<file path="src/hw/rtl/cpsc_pkg.sv">
`timescale 1ns / 1ps
// ----------------------------------------------------------------------------
// cpsc_pkg: control pilot state classifier shared definitions
// Beat types, state codes, register indexes and fixed-point helpers.
// ----------------------------------------------------------------------------
package cpsc_pkg;

	localparam int BLOCK_LEN_DEF = 8;
	localparam int SUM_W         = 16;
	localparam int SAMPLE_W      = 12;
	localparam int CFG_IDX_W     = 3;
	localparam int CFG_DATA_W    = 16;

	localparam logic [SAMPLE_W-1:0] MIDSCALE = 12'd2047;

	localparam logic [2:0] TWELVE_MAX   = 3'd5;
	localparam logic [2:0] TWELVE_LIMIT = 3'd3;

	localparam logic signed [SUM_W-1:0] THR_HIGH_RST = 16'sd11469;
	localparam logic signed [SUM_W-1:0] THR_MID_RST  = 16'sd8192;
	localparam logic signed [SUM_W-1:0] THR_LOW_RST  = 16'sd4916;
	localparam logic signed [SUM_W-1:0] THR_NEG_RST  = -16'sd11468;
	localparam logic [3:0]              FAULT_LIM_RST = 4'd10;

	localparam logic [CFG_IDX_W-1:0] CFG_THR_HIGH    = 3'd0;
	localparam logic [CFG_IDX_W-1:0] CFG_THR_MID     = 3'd1;
	localparam logic [CFG_IDX_W-1:0] CFG_THR_LOW     = 3'd2;
	localparam logic [CFG_IDX_W-1:0] CFG_THR_NEG     = 3'd3;
	localparam logic [CFG_IDX_W-1:0] CFG_FAULT_LIMIT = 3'd4;

	typedef enum logic [3:0] {
		PC_NONE      = 4'd0,
		PC_PWM12     = 4'd1,
		PC_PWM9      = 4'd2,
		PC_PWM6      = 4'd3,
		PC_PWM_PLUS  = 4'd4,
		PC_PWM_MINUS = 4'd5,
		PC_DC12      = 4'd6,
		PC_DC9       = 4'd7,
		PC_DC6       = 4'd8,
		PC_DC_ERR    = 4'd9
	} pilot_code_t;

	typedef struct packed {
		logic [SAMPLE_W-1:0] rising_sample;
		logic [SAMPLE_W-1:0] falling_sample;
		logic                pwm_active;
		logic                relay_closed;
	} in_t;

	typedef struct packed {
		logic [3:0] stable_state;
		logic [3:0] line_state;
		logic       pwm_level_error;
		logic       pwm_falling_error;
		logic       dc_level_error;
		logic       pilot_error;
		logic       step_fault;
		logic       error_six_to_twelve;
		logic       error_pwm_twelve;
		logic       force_dc;
	} out_t;

	typedef struct packed {
		logic signed [SUM_W-1:0] thr_high;
		logic signed [SUM_W-1:0] thr_mid;
		logic signed [SUM_W-1:0] thr_low;
		logic signed [SUM_W-1:0] thr_negative;
		logic [3:0]              fault_limit;
	} cfg_t;

	typedef struct packed {
		logic pwm_level;
		logic pwm_fall;
		logic dc_level;
		logic pilot;
		logic step_fault;
		logic six_twelve;
		logic pwm_twelve;
	} flags_t;

	// center an ADC code around midscale
	function automatic logic signed [SAMPLE_W:0] center(input logic [SAMPLE_W-1:0] code);
		center = $signed({1'b0, code}) - $signed({1'b0, MIDSCALE});
	endfunction

	// signed 16-bit add with saturation
	function automatic logic signed [SUM_W-1:0] sat_add(
		input logic signed [SUM_W-1:0] a,
		input logic signed [SAMPLE_W:0] b
	);
		logic signed [SUM_W:0] s;
		s = {a[SUM_W-1], a} + {{(SUM_W-SAMPLE_W){b[SAMPLE_W]}}, b};
		if (s[SUM_W] != s[SUM_W-1]) begin
			sat_add = s[SUM_W] ? {1'b1, {(SUM_W-1){1'b0}}} : {1'b0, {(SUM_W-1){1'b1}}};
		end else begin
			sat_add = s[SUM_W-1:0];
		end
	endfunction

endpackage

</file>
<file path="src/hw/rtl/control_pilot_state_classifier_unit.sv">
`timescale 1ns / 1ps
// Result path: input register, then result register, from an accepted
// input beat to its result beat.
// Throughput: one sample beat per cycle unless the output stalls; the state
// update is one add-compare pass between the input and result registers.
// Reset: asynchronous, active low; clears sums, counters, state codes and
// sticky flags, and loads the register reset values.
// ----------------------------------------------------------------------------
// control_pilot_state_classifier_unit: control pilot state classifier
// Block-sums pilot samples, classifies levels and tracks stable pilot state.
// ----------------------------------------------------------------------------
module control_pilot_state_classifier_unit #(
	parameter int BLOCK_LEN = cpsc_pkg::BLOCK_LEN_DEF
) (
	input  logic                            clk,
	input  logic                            arst_n,
	input  logic                            in_valid,
	output logic                            in_stall,
	input  cpsc_pkg::in_t                   in_data,
	output logic                            out_valid,
	input  logic                            out_stall,
	output cpsc_pkg::out_t                  out_data,
	input  logic                            cfg_we,
	input  logic [cpsc_pkg::CFG_IDX_W-1:0]  cfg_index,
	input  logic [cpsc_pkg::CFG_DATA_W-1:0] cfg_data
);
	import cpsc_pkg::*;

	cfg_t  cfg;
	in_t   item_s1;
	logic  valid_s1;
	out_t  res_s2;
	logic  valid_s2;
	out_t  result;
	logic  adv_s2;
	logic  step;

	assign adv_s2   = !valid_s2 || !out_stall;
	assign in_stall = valid_s1 && !adv_s2;
	assign step     = valid_s1 && adv_s2;

	cpsc_cfg u_cfg (
		.clk       (clk),
		.arst_n    (arst_n),
		.cfg_we    (cfg_we),
		.cfg_index (cfg_index),
		.cfg_data  (cfg_data),
		.cfg       (cfg)
	);

	cpsc_core #(
		.BLOCK_LEN (BLOCK_LEN)
	) u_core (
		.clk    (clk),
		.arst_n (arst_n),
		.step   (step),
		.item   (item_s1),
		.cfg    (cfg),
		.result (result)
	);

	// input register: load a new beat whenever the stage is free or drains
	always_ff @(posedge clk or negedge arst_n) begin
		if (!arst_n) begin
			valid_s1 <= 1'b0;
		end else if (!in_stall) begin
			valid_s1 <= in_valid;
		end
	end

	always_ff @(posedge clk) begin
		if (in_valid && !in_stall) begin
			item_s1 <= in_data;
		end
	end

	// result register: hold while stalled
	always_ff @(posedge clk or negedge arst_n) begin
		if (!arst_n) begin
			valid_s2 <= 1'b0;
		end else if (adv_s2) begin
			valid_s2 <= valid_s1;
		end
	end

	always_ff @(posedge clk) begin
		if (step) begin
			res_s2 <= result;
		end
	end

	assign out_valid = valid_s2;
	assign out_data  = res_s2;

	a_stall_needs_item: assert property (@(posedge clk) disable iff (!arst_n)
		in_stall |-> valid_s1)
		else $error("input stalled with an empty input register");

	a_step_delivers: assert property (@(posedge clk) disable iff (!arst_n)
		step |=> valid_s2)
		else $error("processed beat did not reach the result register");

	a_no_drop: assert property (@(posedge clk) disable iff (!arst_n)
		(valid_s2 && out_stall) |=> valid_s2)
		else $error("pending result dropped while stalled");

endmodule

</file>
<file path="src/hw/rtl/cpsc_cfg.sv">
`timescale 1ns / 1ps
// ----------------------------------------------------------------------------
// cpsc_cfg: configuration registers
// Thresholds and fault limit, written by index through the plain write port.
// ----------------------------------------------------------------------------
module cpsc_cfg (
	input  logic                           clk,
	input  logic                           arst_n,
	input  logic                           cfg_we,
	input  logic [cpsc_pkg::CFG_IDX_W-1:0]  cfg_index,
	input  logic [cpsc_pkg::CFG_DATA_W-1:0] cfg_data,
	output cpsc_pkg::cfg_t                 cfg
);
	import cpsc_pkg::*;

	cfg_t cfg_q;

	always_ff @(posedge clk or negedge arst_n) begin
		if (!arst_n) begin
			cfg_q.thr_high     <= THR_HIGH_RST;
			cfg_q.thr_mid      <= THR_MID_RST;
			cfg_q.thr_low      <= THR_LOW_RST;
			cfg_q.thr_negative <= THR_NEG_RST;
			cfg_q.fault_limit  <= FAULT_LIM_RST;
		end else if (cfg_we) begin
			case (cfg_index)
				CFG_THR_HIGH:    cfg_q.thr_high     <= cfg_data;
				CFG_THR_MID:     cfg_q.thr_mid      <= cfg_data;
				CFG_THR_LOW:     cfg_q.thr_low      <= cfg_data;
				CFG_THR_NEG:     cfg_q.thr_negative <= cfg_data;
				CFG_FAULT_LIMIT: cfg_q.fault_limit  <= cfg_data[3:0];
				default: ;
			endcase
		end
	end

	assign cfg = cfg_q;

endmodule

</file>
<file path="src/hw/rtl/cpsc_core.sv">
`timescale 1ns / 1ps
// ----------------------------------------------------------------------------
// cpsc_core: block accumulation, classification and state tracking
// Updates all state for one sample beat per step and forms its result.
// ----------------------------------------------------------------------------
module cpsc_core #(
	parameter int BLOCK_LEN = cpsc_pkg::BLOCK_LEN_DEF
) (
	input  logic           clk,
	input  logic           arst_n,
	input  logic           step,
	input  cpsc_pkg::in_t  item,
	input  cpsc_pkg::cfg_t cfg,
	output cpsc_pkg::out_t result
);
	import cpsc_pkg::*;

	localparam int CNT_W = (BLOCK_LEN > 1) ? $clog2(BLOCK_LEN) : 1;
	localparam logic [CNT_W-1:0] CNT_LAST = CNT_W'(BLOCK_LEN - 1);

	logic signed [SUM_W-1:0] rsum_q, rsum_d, fsum_q, fsum_d;
	logic [CNT_W-1:0]        pcnt_q, pcnt_d, dcnt_q, dcnt_d;
	pilot_code_t             prev_q, prev_d, older_q, older_d;
	pilot_code_t             stable_q, stable_d, line_q, line_d;
	logic [3:0]              dis_q, dis_d;
	logic [2:0]              tw_q, tw_d;
	logic                    saw6_q, saw6_d;
	flags_t                  flags_q, flags_d;

	logic signed [SAMPLE_W:0]  rs, fs;
	logic signed [SUM_W-1:0]   rsum_sat, fsum_sat;
	logic                      force_dc;

	assign rs       = center(item.rising_sample);
	assign fs       = center(item.falling_sample);
	assign rsum_sat = sat_add(rsum_q, rs);
	assign fsum_sat = sat_add(fsum_q, fs);

	always_comb begin
		pilot_code_t now;
		logic        blk;
		rsum_d   = rsum_q;
		fsum_d   = fsum_q;
		pcnt_d   = pcnt_q;
		dcnt_d   = dcnt_q;
		prev_d   = prev_q;
		older_d  = older_q;
		stable_d = stable_q;
		line_d   = line_q;
		dis_d    = dis_q;
		tw_d     = tw_q;
		saw6_d   = saw6_q;
		flags_d  = flags_q;
		now      = PC_NONE;
		blk      = 1'b0;

		if (item.pwm_active) begin
			dcnt_d = '0;
			rsum_d = rsum_sat;
			fsum_d = fsum_sat;
			if (pcnt_q == CNT_LAST) begin
				pcnt_d = '0;
				blk    = 1'b1;
				if (rsum_sat >= cfg.thr_high) begin
					now = PC_PWM12;
				end else if (rsum_sat >= cfg.thr_mid) begin
					now = PC_PWM9;
				end else if (rsum_sat >= cfg.thr_low) begin
					now = PC_PWM6;
				end else begin
					now = PC_PWM_PLUS;
					flags_d.pwm_level = 1'b1;
				end
				// falling level failure overrides the rising class
				if (!(fsum_sat < cfg.thr_negative)) begin
					now = PC_PWM_MINUS;
					flags_d.pwm_fall = 1'b1;
				end
				rsum_d = '0;
				fsum_d = '0;
			end else begin
				pcnt_d = pcnt_q + 1'b1;
			end
		end else begin
			pcnt_d = '0;
			rsum_d = rsum_sat;
			if (dcnt_q == CNT_LAST) begin
				dcnt_d = '0;
				blk    = 1'b1;
				if (rsum_sat >= cfg.thr_high) begin
					now = PC_DC12;
				end else if (rsum_sat >= cfg.thr_mid) begin
					now = PC_DC9;
				end else if (rsum_sat >= cfg.thr_low) begin
					now = PC_DC6;
				end else begin
					now = PC_DC_ERR;
					flags_d.dc_level = 1'b1;
				end
				rsum_d = '0;
			end else begin
				dcnt_d = dcnt_q + 1'b1;
			end
		end

		// three agreeing block classes make the stable state
		if (blk) begin
			if (older_q == prev_q && prev_q == now) begin
				stable_d = now;
				dis_d    = '0;
				if (now == PC_PWM_PLUS || now == PC_PWM_MINUS || now == PC_DC_ERR) begin
					flags_d.pilot = 1'b1;
				end
			end else if (dis_q < cfg.fault_limit) begin
				dis_d = dis_q + 1'b1;
			end else begin
				flags_d.step_fault = 1'b1;
			end
			older_d = prev_q;
			prev_d  = now;
		end

		if (item.pwm_active) begin
			if (stable_d == PC_PWM12) begin
				if (tw_q < TWELVE_MAX) begin
					tw_d = tw_q + 1'b1;
				end
			end else begin
				tw_d = '0;
			end
			if (stable_d == PC_PWM6) begin
				saw6_d = 1'b1;
			end else if (stable_d == PC_PWM9 || stable_d == PC_DC9 || stable_d == PC_DC12) begin
				saw6_d = 1'b0;
			end
			if (stable_d == PC_PWM12 && saw6_q) begin
				flags_d.six_twelve = 1'b1;
			end
		end

		if (stable_d == PC_DC12 || stable_d == PC_DC9 || stable_d == PC_PWM9 ||
		    stable_d == PC_PWM6) begin
			line_d = stable_d;
		end

		force_dc = (stable_d == PC_PWM12) && (tw_d > TWELVE_LIMIT) && item.relay_closed;
		if (force_dc) begin
			flags_d.pwm_twelve = 1'b1;
		end
	end

	always_ff @(posedge clk or negedge arst_n) begin
		if (!arst_n) begin
			rsum_q   <= '0;
			fsum_q   <= '0;
			pcnt_q   <= '0;
			dcnt_q   <= '0;
			prev_q   <= PC_NONE;
			older_q  <= PC_NONE;
			stable_q <= PC_NONE;
			line_q   <= PC_NONE;
			dis_q    <= '0;
			tw_q     <= '0;
			saw6_q   <= 1'b0;
			flags_q  <= '0;
		end else if (step) begin
			rsum_q   <= rsum_d;
			fsum_q   <= fsum_d;
			pcnt_q   <= pcnt_d;
			dcnt_q   <= dcnt_d;
			prev_q   <= prev_d;
			older_q  <= older_d;
			stable_q <= stable_d;
			line_q   <= line_d;
			dis_q    <= dis_d;
			tw_q     <= tw_d;
			saw6_q   <= saw6_d;
			flags_q  <= flags_d;
		end
	end

	always_comb begin
		result.stable_state        = stable_d;
		result.line_state          = line_d;
		result.pwm_level_error     = flags_d.pwm_level;
		result.pwm_falling_error   = flags_d.pwm_fall;
		result.dc_level_error      = flags_d.dc_level;
		result.pilot_error         = flags_d.pilot;
		result.step_fault          = flags_d.step_fault;
		result.error_six_to_twelve = flags_d.six_twelve;
		result.error_pwm_twelve    = flags_d.pwm_twelve;
		result.force_dc            = force_dc;
	end

	a_tw_sat: assert property (@(posedge clk) disable iff (!arst_n)
		tw_q <= TWELVE_MAX)
		else $error("persisted 12 V counter beyond its limit");

	a_stable_agree: assert property (@(posedge clk) disable iff (!arst_n)
		(stable_q != $past(stable_q)) |-> (prev_q == stable_q && older_q == stable_q))
		else $error("stable state changed without three agreeing blocks");

	a_line_codes: assert property (@(posedge clk) disable iff (!arst_n)
		line_q == PC_NONE || line_q == PC_DC12 || line_q == PC_DC9 ||
		line_q == PC_PWM9 || line_q == PC_PWM6)
		else $error("line state holds a code that is not a line level");

	a_sums_cleared: assert property (@(posedge clk) disable iff (!arst_n)
		(pcnt_q == '0 && dcnt_q == '0 && $past(step)) |-> (rsum_q == '0))
		else $error("rising sum not cleared at block boundary");

endmodule

</file>
<file path="config.mk">
export PLATFORM = sky130hd
export DESIGN_NAME = control_pilot_state_classifier_unit
export DESIGN_NICKNAME = d
export VERILOG_FILES = /design/src/hw/rtl/cpsc_pkg.sv /design/src/hw/rtl/control_pilot_state_classifier_unit.sv /design/src/hw/rtl/cpsc_cfg.sv /design/src/hw/rtl/cpsc_core.sv
export SDC_FILE = /design/constraint.sdc
export NUM_CORES = 1
export LEC_CHECK = 0
export ABC_AREA = 0
export BUFFER_PORTS_ARGS = -buffer_cell sky130_fd_sc_hd__buf_2
export CAP_MARGIN = 10
export CORE_ASPECT_RATIO = 0.8
export CORE_MARGIN = 2
export CORE_UTILIZATION = 60
export DETAILED_ROUTE_END_ITERATION = 8
export PLACE_DENSITY = 0.9
export SYNTH_ARGS = -nofsm -noshare
export SYNTH_HDL_FRONTEND = slang
export SYNTH_SLANG_ARGS = --single-unit
</file>
<file path="constraint.sdc">
create_clock -name clk -period 8.5 [get_ports clk]
set_clock_uncertainty 0.1 [all_clocks]
set_input_delay 1.7 -clock clk [delete_from_list [all_inputs] [get_ports clk]]
set_output_delay 1.7 -clock clk [all_outputs]
set_load 0.05 [all_outputs]
</file>
**Word level (Yosys, flattened, before mapping)**

Cells that the tools add are included.

- Input port bits: 50
- Word-level logic and storage cells: 157
- Output and inout bits: 18
- Flip-flop bits (word level): 181

- Reductions and logical operators: 31
- Add/sub/neg operators: 8
- Multiplexer cells: 54
- Order comparisons: 7
- Eq/ne operators: 18

Operator list:

| operator | count |
|---|---|
| 2-to-1 mux 16 bit | 8 |
| 2-to-1 mux 4 bit | 13 |
| >= comparator 16 bit | 3 |
| adder 16 x 13 -> 17 bit | 2 |
| subtractor 12 x 11 -> 13 bit (second input constant) | 2 |
| 2-to-1 mux 3 bit | 8 |
| 2-to-1 mux 1 bit | 22 |
| == test 4 x 3 -> 1 bit (second input constant) | 4 |
| less-than comparator 16 bit | 1 |
| AND reduction 2 bit | 7 |
| adder 3 x 1 -> 3 bit (second input constant) | 3 |
| == test 3 bit (second input constant) | 3 |
| == test 4 x 2 -> 1 bit (second input constant) | 2 |
| == test 4 bit | 2 |
| logical OR 1 bit | 8 |
| logical AND 1 bit | 7 |
| == test 3 x 2 -> 1 bit (second input constant) | 2 |
| 2-to-1 mux 2 bit | 3 |
| AND reduction 3 bit | 2 |
| adder 4 x 1 -> 4 bit (second input constant) | 1 |
| == test 4 x 1 -> 1 bit (second input constant) | 1 |
| == test 4 bit (second input constant) | 1 |
| zero test 1 bit | 4 |
| less-than comparator 4 bit | 1 |
| other kinds (6) | 8 |

**Logic depth before layout (Yosys ltp)**

Gate-level depths: netlist of run 1.

- Depth after elaboration: 22
- Gate-level depth with buffers: 32
- Gate-level depth less buffers: 31

**By module**

A second synthesis of run 1 with hierarchy kept.

- Cell total of the unflattened synthesis: 1035
- Area total of the unflattened synthesis: 11029.3 um^2

By module, submodules not included:

| module | cells each | seq. area each (um^2) | instances | area an instance (um^2) |
|---|---|---|---|---|
| cpsc_core | 838 | 1726.7 | 1 | 7028.0 |
| cpsc_cfg | 147 | 1732.9 | 1 | 2647.5 |
| control_pilot_state_classifier_unit | 50 | 1311.3 | 1 | 1353.8 |

**Worst setup path before layout of run 1**

OpenSTA, ideal clock, no wires.

- Path type: flip-flop to flip-flop
- Start: register item_s1[14] (netlist bit)
- End: register res_s2 (netlist bit out_data[2]), data pin
- Period minus slack after synthesis: 7.798 ns
- Path buffers: 1
- Data arrival time: 7.443 ns
- Stages on the path, launching flop included: 32
- Library setup time: 0.255 ns
- Slack: 0.702 ns
- Data required time: 8.145 ns
- Path through: edfxtp_1 > ha_1 > ha_1 > a21o_1 > a21oi_1 > o21bai_1 > a21oi_1 > o21bai_1 > a21oi_1 > o21ai_0 > or4_1 > a41o_1 > a21o_1 > a21o_1 > xor2_1 > ha_1 > nand2_1 > clkbuf_1 > o21ai_0 > ha_1 > a211oi_1 > nor2_1 > o31ai_1 > o211ai_1 > a311oi_1 > mux2i_1 > mux2_2 > a22oi_2 > or4_4 > mux2_4 > nor3b_4 > a31o_1

RTL lines:

| what | RTL line | source |
|---|---|---|
| from (decl) | control_pilot_state_classifier_unit.sv:30 | `in_t item_s1;` |
| from (signal assigned) | control_pilot_state_classifier_unit.sv:73 | `item_s1 <= in_data;` |
| to (signal assigned) | control_pilot_state_classifier_unit.sv:88 | `res_s2 <= result;` |
| to (decl) | control_pilot_state_classifier_unit.sv:32 | `out_t res_s2;` |

==> impl_metrics.csv, run 1 <==
group,metric,value,unit
placement,portBuffers,67,
global_routing,grt_max_degree,72,
cells_and_area,area_growth,12.8,%
timing,period_share,97.8,%
job,drv_cap,0,
power,ir_worst_vdd,0.264,mV
power,power_density,453,mW/mm^2
synthesis,ys_ff_latch,181,
min_path,hold_depth,1,
synthesis,syn_area,0.0107,sq mm
cells_and_area,design_area,0.0120,sq mm
clock_network,cts_num_sinks,181,
clock_network,clock_latency,0.45,ns
cells_and_area,regArea,0.00477,sq mm
routing,wl_per_cell,19.0,um
timing,setup_tns,0,ns
synthesis,synth_top_area_share,26.8,%
routing,post-route-drc-count,0,
placement,dpl_cell_area,0.0113,sq mm
cells_and_area,layout.cells.non_filler,1365,
critical_path,crit_path_max_incr_delay,0.68,ns
synthesis,syn_area_per_cell,10.1,sq um
cells_and_area,drive_gt1_share,18.9,%
synthesis,synth_edf_count,42,
timing,relSlewSlack,13.7,%
global_routing,grt_usage,27.7,%
die,coreArea,0.0174,sq mm
clock_network,cts_buffer_depth,2,
routing,vias,8504,
outcome,status,"finished, final reports clean",
clock_network,path_clk_slew,0.07,ns
synthesis,synth.area.top_cells,"dfrtp_1 (27%), ha_1 (13%), edfxtp_1 (12%)",
timing,slew_viol_final,0,
die,die_w,153,um
timing,holdWs,0.353,ns
critical_path,critPathRequiredTime,8.60,ns
die,die_y,123,um
routing,wl,25900,um
critical_path,crit_arrival,8.41,ns
critical_path,worst-path-max-fanout,18,
synthesis,synth_flop_cell,"dfrtp_1",
die,die_area,0.0188,sq mm
synthesis,synth_cell_types,73,
critical_path,start_kind,"flop",
synthesis,ys_seq_area_share,44.8,%
routing,firstDrtPassIters,7,
timing,hold_viol,0,
clock_network,htreeDepth,4,
timing,worstMarginPinSlew,1.29,ns
routing,vias_per_cell,6.23,
cells_and_area,nFillCells,1202,
critical_path,crit_slowest_cell,"or4b_2",
clock_network,cts_tree,"done",
timing,setup_viol,0,
synthesis,syn_nets,1212,
global_routing,grt_first_pass_wirelength,41100,um
synthesis,synth_warnings,0,
cells_and_area,final_cell_mix,"nand2_1 (120), dfrtp_1 (114), ha_1 (109), inv_1 (92), o21ai_0 (80)",
global_routing,antenna_found_initial,0,
placement,globalplace.congestion,0.933,
timing,fmax,120,MHz
clock_network,cts_made_buffers,17,
cells_and_area,fin_nets,1289,
critical_path,rrSetupSlack,0.19,ns
clock_network,cts-root-buf,"clkbuf_16",
cells_and_area,final_core_util,69.1,%
power,p_leak,5.61,nW
placement,dp_cells,1330,
synthesis,async_flop_share,76.8,%
global_routing,overflow,0,
cells_and_area,antenna_cells,0,
critical_path,reg2regPathDepth,29,
die,start_util,61.3,%
cells_and_area,final_common_cell,"nand2_1",
die,ioPinCount,68,
critical_path,cp-end-kind,"flop",
die,num_rows,43,
global_routing,first_global_vias,8360,
routing,postRouteAntennaNets,0,
placement,dpl.hpwl,18300,um
critical_path,cpMostUsedCell,"ha_1",
critical_path,path_class,"reg -> reg",
min_path,hold_path_class,"reg -> reg",
synthesis,syn_inst,1050,
cells_and_area,multi_input_area,0.00558,sq mm
synthesis,synth_top_cell_by_area,"dfrtp_1",
routing,drtIter0Drc,802,
timing,period_needed,8.31,ns
-- Yosys cell counts (8+ instances only) --
library cell	instances
o21ai_0	97
a22o_1	30
clkbuf_1	25
nand3_1	27
dfstp_2	25
edfxtp_1	42
nor2_1	44
and2_1	8
mux2_2	32
nand4_1	13
nand2_1	121
a21o_1	20
ha_1	110
nor3_1	8
a211oi_1	11
inv_1	92
dfrtp_1	114
nand2b_1	16
xnor2_1	32
a21oi_1	40
o21bai_1	12
xor2_1	19
-- kinds of logic (layout without fill, tap and decap cells) --
| family | after synthesis | after routing | synth area share (%) |
|---|---|---|---|
| multiplexers | 37 | 37 | 3.90 |
| AND/OR/NAND/NOR | 280 | 280 | 12.8 |
| flip-flops | 181 | 181 | 44.8 |
| XOR/XNOR | 51 | 51 | 4.19 |
| adder cells (fa/ha/maj) | 112 | 112 | 13.3 |
| buffers and inverters | 119 | 209 | 4.21 |
| AO/OA/AOI/OAI | 270 | 270 | 16.8 |
-- repair_timing --
item / CTS / global route
endpoints found under the setup margin: 7 / 30
hold buffers: 0 / 0
pin swaps: 0 / 2
resized for setup: 3 / 48
endpoints found under the hold margin: 0 / 0
gates cloned: 0 / 0
buffers inserted: 0 / 3
-- where the power goes --
part | switching (mW) | internal (mW) | total, mW | leakage, nW
Combinational | 2.07 | 1.43 | 3.50 | 3.23
Sequential | 0.102 | 1.08 | 1.18 | 2.11
Clock | 0.355 | 0.410 | 0.765 | 0.272
Total | 2.53 | 2.92 | 5.45 | 5.61
-- routing by layer --
layer | vias to the layer above | global-route usage, % | share of wire (%)
li1 | 3931 | - | -
met1 | 4153 | 37.0 | 42
met2 | 351 | 45.8 | 48
met3 | 69 | 4.98 | 6.9
met4 | 0 | 10.5 | 2.8
met5 | - | 0 | 0
-- through the flow --
stage | power [mW] | worst slack, ns
after floorplan | 3.43 | 0.702
after global placement | 4.08 | 0.275
after detailed placement | 4.25 | -0.0566
after CTS | 5.07 | 0.0340
after global routing | 5.89 | -0.0789
final | 5.45 | 0.190
-- flip-flops by register name, summed over array words and instances (netlist names) --
name,cells
u_core.dcnt_q,3
u_core.dis_q,4
u_core.stable_q,4
u_core.tw_q,3
item_s1,26
valid_s1,1
u_cfg.cfg,68
out_data,16
u_core.rsum_q,16
u_core.prev_q,4
u_core.pcnt_q,3
u_core.fsum_q,16
u_core.older_q,4
u_core.line_q,4
u_core.saw6_q,1
out_valid,1
u_core.flags_q,7
-- cell type report --
type | instances | share of cell area [%]
Multi-Input combinational cell | 750 | 46.5
Clock inverter | 12 | 1.00
Timing Repair Buffer | 85 | 3.97
Sequential cell | 181 | 39.7
Clock buffer | 20 | 3.63
Tap cell | 225 | 2.34
Inverter | 92 | 2.87
-- final timing paths --
kind                                   startpoint                 to
max in group asynchronous                  arst_n   u_core.line_q[3]
worst min-delay path            u_core.flags_q[3]  u_core.flags_q[3]
min in group asynchronous                  arst_n      u_cfg.cfg[15]
worst max-delay path                   item_s1[2]        out_data[2]
worst max register to register         item_s1[2]        out_data[2]
worst min register to register  u_core.flags_q[3]  u_core.flags_q[3]
-- worst max-delay path, delay by kind of cell, from the launching register on --
family	cells	cell delay (ns)
AND/OR/NAND/NOR	3	1.34
XOR/XNOR	2	0.41
buffers and inverters	2	0.41
flip-flops	1	0.45
multiplexers	1	0.34
AO/OA/AOI/OAI	17	3.67
adder cells (fa/ha/maj)	4	1.34
No activity file was read; power rests on OpenSTA's default activity.
==> run 2: changes to the inputs <==
- ABC_AREA: 0 -> 1
==> run 2 against run 1 <==
Net effect: via count rose by 6.0%; cell area increased by 1.5%; non-clock buffer count shrank 14; critical path depth increased by 20; worst hold slack better by 0.0091 ns; sequential share of layout area shrank 0.59 points; die area grew 2.7%; synthesized cell count increased by 25%; area after synthesis grew 2.8%.
==> impl_metrics.csv, run 2 <==
group,metric,value,unit
synthesis,ys_ff_latch,181,
clock_network,cts_made_buffers,17,
global_routing,grt_first_pass_wirelength,42900,um
synthesis,synth_top_area_share,26.1,%
cells_and_area,area_growth,11.4,%
global_routing,overflow,0,
min_path,min_from,"u_core.flags_q[2]",
timing,rsz0062_at_grt,"false",
timing,hold_viol,0,
cells_and_area,multi_input_area,0.00526,sq mm
routing,drtIter0Drc,843,
critical_path,cpMostUsedCell,"nand2_1",
timing,worstMarginPinSlew,1.20,ns
clock_network,path_clk_slew,0.08,ns
synthesis,yosysMostFrequentCell,"nand2_1",
placement,portBuffers,67,
placement,dp_cells,1590,
die,die_w,155,um
synthesis,syn_inst,1313,
critical_path,r2r-start,"item_s1[14]",
job,drv_cap,0,
synthesis,syn_nets,1475,
synthesis,async_flop_share,76.8,%
timing,period_share,91.8,%
die,die_area,0.0194,sq mm
routing,postRouteAntennaNets,0,
critical_path,start_kind,"flop",
clock_network,cts_buffer_depth,2,
die,die_y,125,um
critical_path,worst-path-max-fanout,18,
critical_path,worstSetupStartpoint,"item_s1[14]",
critical_path,critPathRequiredTime,8.71,ns
cells_and_area,layout.cells.non_filler,1623,
cells_and_area,antenna_cells,0,
synthesis,synth_top_cell_by_area,"dfrtp_1",
critical_path,path_class,"reg -> reg",
critical_path,crit_path_max_incr_delay,0.45,ns
die,start_util,60.8,%
synthesis,synth.area.top_cells,"dfrtp_1 (26%), ha_1 (13%), edfxtp_1 (12%)",
cells_and_area,final_cell_mix,"nand2_1 (317), inv_1 (223), o21ai_0 (135), dfrtp_1 (114), ha_1 (110)",
clock_network,ctsHoldBuffers,0,
synthesis,synth_cell_types,53,
synthesis,syn_area,0.0109,sq mm
clock_network,cts_num_sinks,181,
cells_and_area,largest_reg_flops,68,
critical_path,crit_arrival,8.02,ns
cells_and_area,regArea,0.00477,sq mm
routing,firstDrtPassIters,6,
die,coreArea,0.0180,sq mm
synthesis,synth_warnings,0,
synthesis,synth_edf_count,42,
cells_and_area,final_common_cell,"nand2_1",
global_routing,first_global_vias,9129,
critical_path,crit_slowest_cell,"ha_1",
clock_network,clock_latency,0.44,ns
timing,holdWs,0.362,ns
routing,vias_per_cell,5.55,
timing,setup_viol,0,
outcome,status,"finished, final reports clean",
routing,wl_per_cell,15.6,um
synthesis,synth_commonest_cells,"nand2_1 (318), inv_1 (224), o21ai_0 (135)",
global_routing,grt_usage,27.5,%
routing,post-route-drc-count,0,
timing,slew_viol_final,0,
critical_path,worst-path-buf-inv,7,
global_routing,grt_max_degree,83,
clock_network,cts-root-buf,"clkbuf_16",
die,num_rows,44,
synthesis,ys_seq_area_share,43.6,%
timing,period_needed,7.80,ns
synthesis,synth_flop_cell,"dfrtp_1",
clock_network,cts_tree,"done",
routing,wl,25300,um
clock_network,htreeDepth,4,
global_routing,antenna_found_initial,0,
timing,setup_tns,0,ns
timing,relSlewSlack,19.9,%
critical_path,cp-end-kind,"flop",
cells_and_area,drive_gt1_share,13.1,%
cells_and_area,nFillCells,1304,
placement,globalplace.congestion,0.997,
routing,vias,9011,
die,ioPinCount,68,
min_path,hold_path_class,"reg -> reg",
timing,fmax,128,MHz
critical_path,path_delay_family,"simple AND/OR/NAND/NOR gates",
placement,dpl.hpwl,18400,um
synthesis,syn_area_per_cell,8.34,sq um
cells_and_area,fin_nets,1542,
run 2: worst min-delay path: stages (launching register included):
cell     delay, ns
dfrtp_1       0.32
inv_1         0.05
o21ai_0       0.06
run 2: routing by layer:
layer | global-route usage [%] | vias to the layer above | share of wire (%)
met3 | 5.50 | 45 | 6.6
met2 | 44.6 | 323 | 47
li1 | - | 4369 | -
met4 | 10.8 | 0 | 2.1
met1 | 36.6 | 4274 | 44
met5 | 0 | - | 0
run 2: logic make-up after synthesis:
kind of cell	synth area share, %
AOI/OAI and AO/OA	12.1
and+or+nand+nor	19.6
adders and majority gates	12.9
xor gates and xnor gates	3.20
DFF	43.6
buffers and inverters	8.66
run 2: layout make-up:
class	instances	area share (%)
clock buffer	17	3.49
clock inverter	15	1.59
inverter	229	7.12
multi-input combinational	880	43.1
sequential	181	39.1
tap	230	2.36
timing repair buffer	71	3.21
run 2: repair_timing:
action	CTS	global route
gates resized for setup	0	10
endpoints found under the setup margin	0	23
buffers inserted	0	0
run 2: final timing paths:
kind,end,slack (ns),depth (start not counted)
max reg2reg,out_data[1],0.70,49
max,out_data[1],0.70,49
min reg2reg,u_core.flags_q[2],0.36,2
min,u_core.flags_q[2],0.36,2
min in group asynchronous,u_core.fsum_q[3],1.11,1
max in group asynchronous,u_core.rsum_q[8],5.75,2
run 2: metrics by stage:
| stage | util (%) | setup slack [ns] | cell area (sq um) |
|---|---|---|---|
| 2_1_floorplan | - | 1.86 | 10900 |
| 3_3_place_gp | 63.9 | 1.11 | 11500 |
| 3_5_place_dp | 63.9 | 0.746 | 11500 |
| 4_1_cts | 67.4 | 0.677 | 12100 |
| 5_1_grt | 67.7 | 0.0188 | 12200 |
| 6_report | 67.7 | 0.695 | 12200 |
Power of run 2 is not shown: default switching activity piles up to over one toggle a cycle in this logic, so the estimate is an artifact.
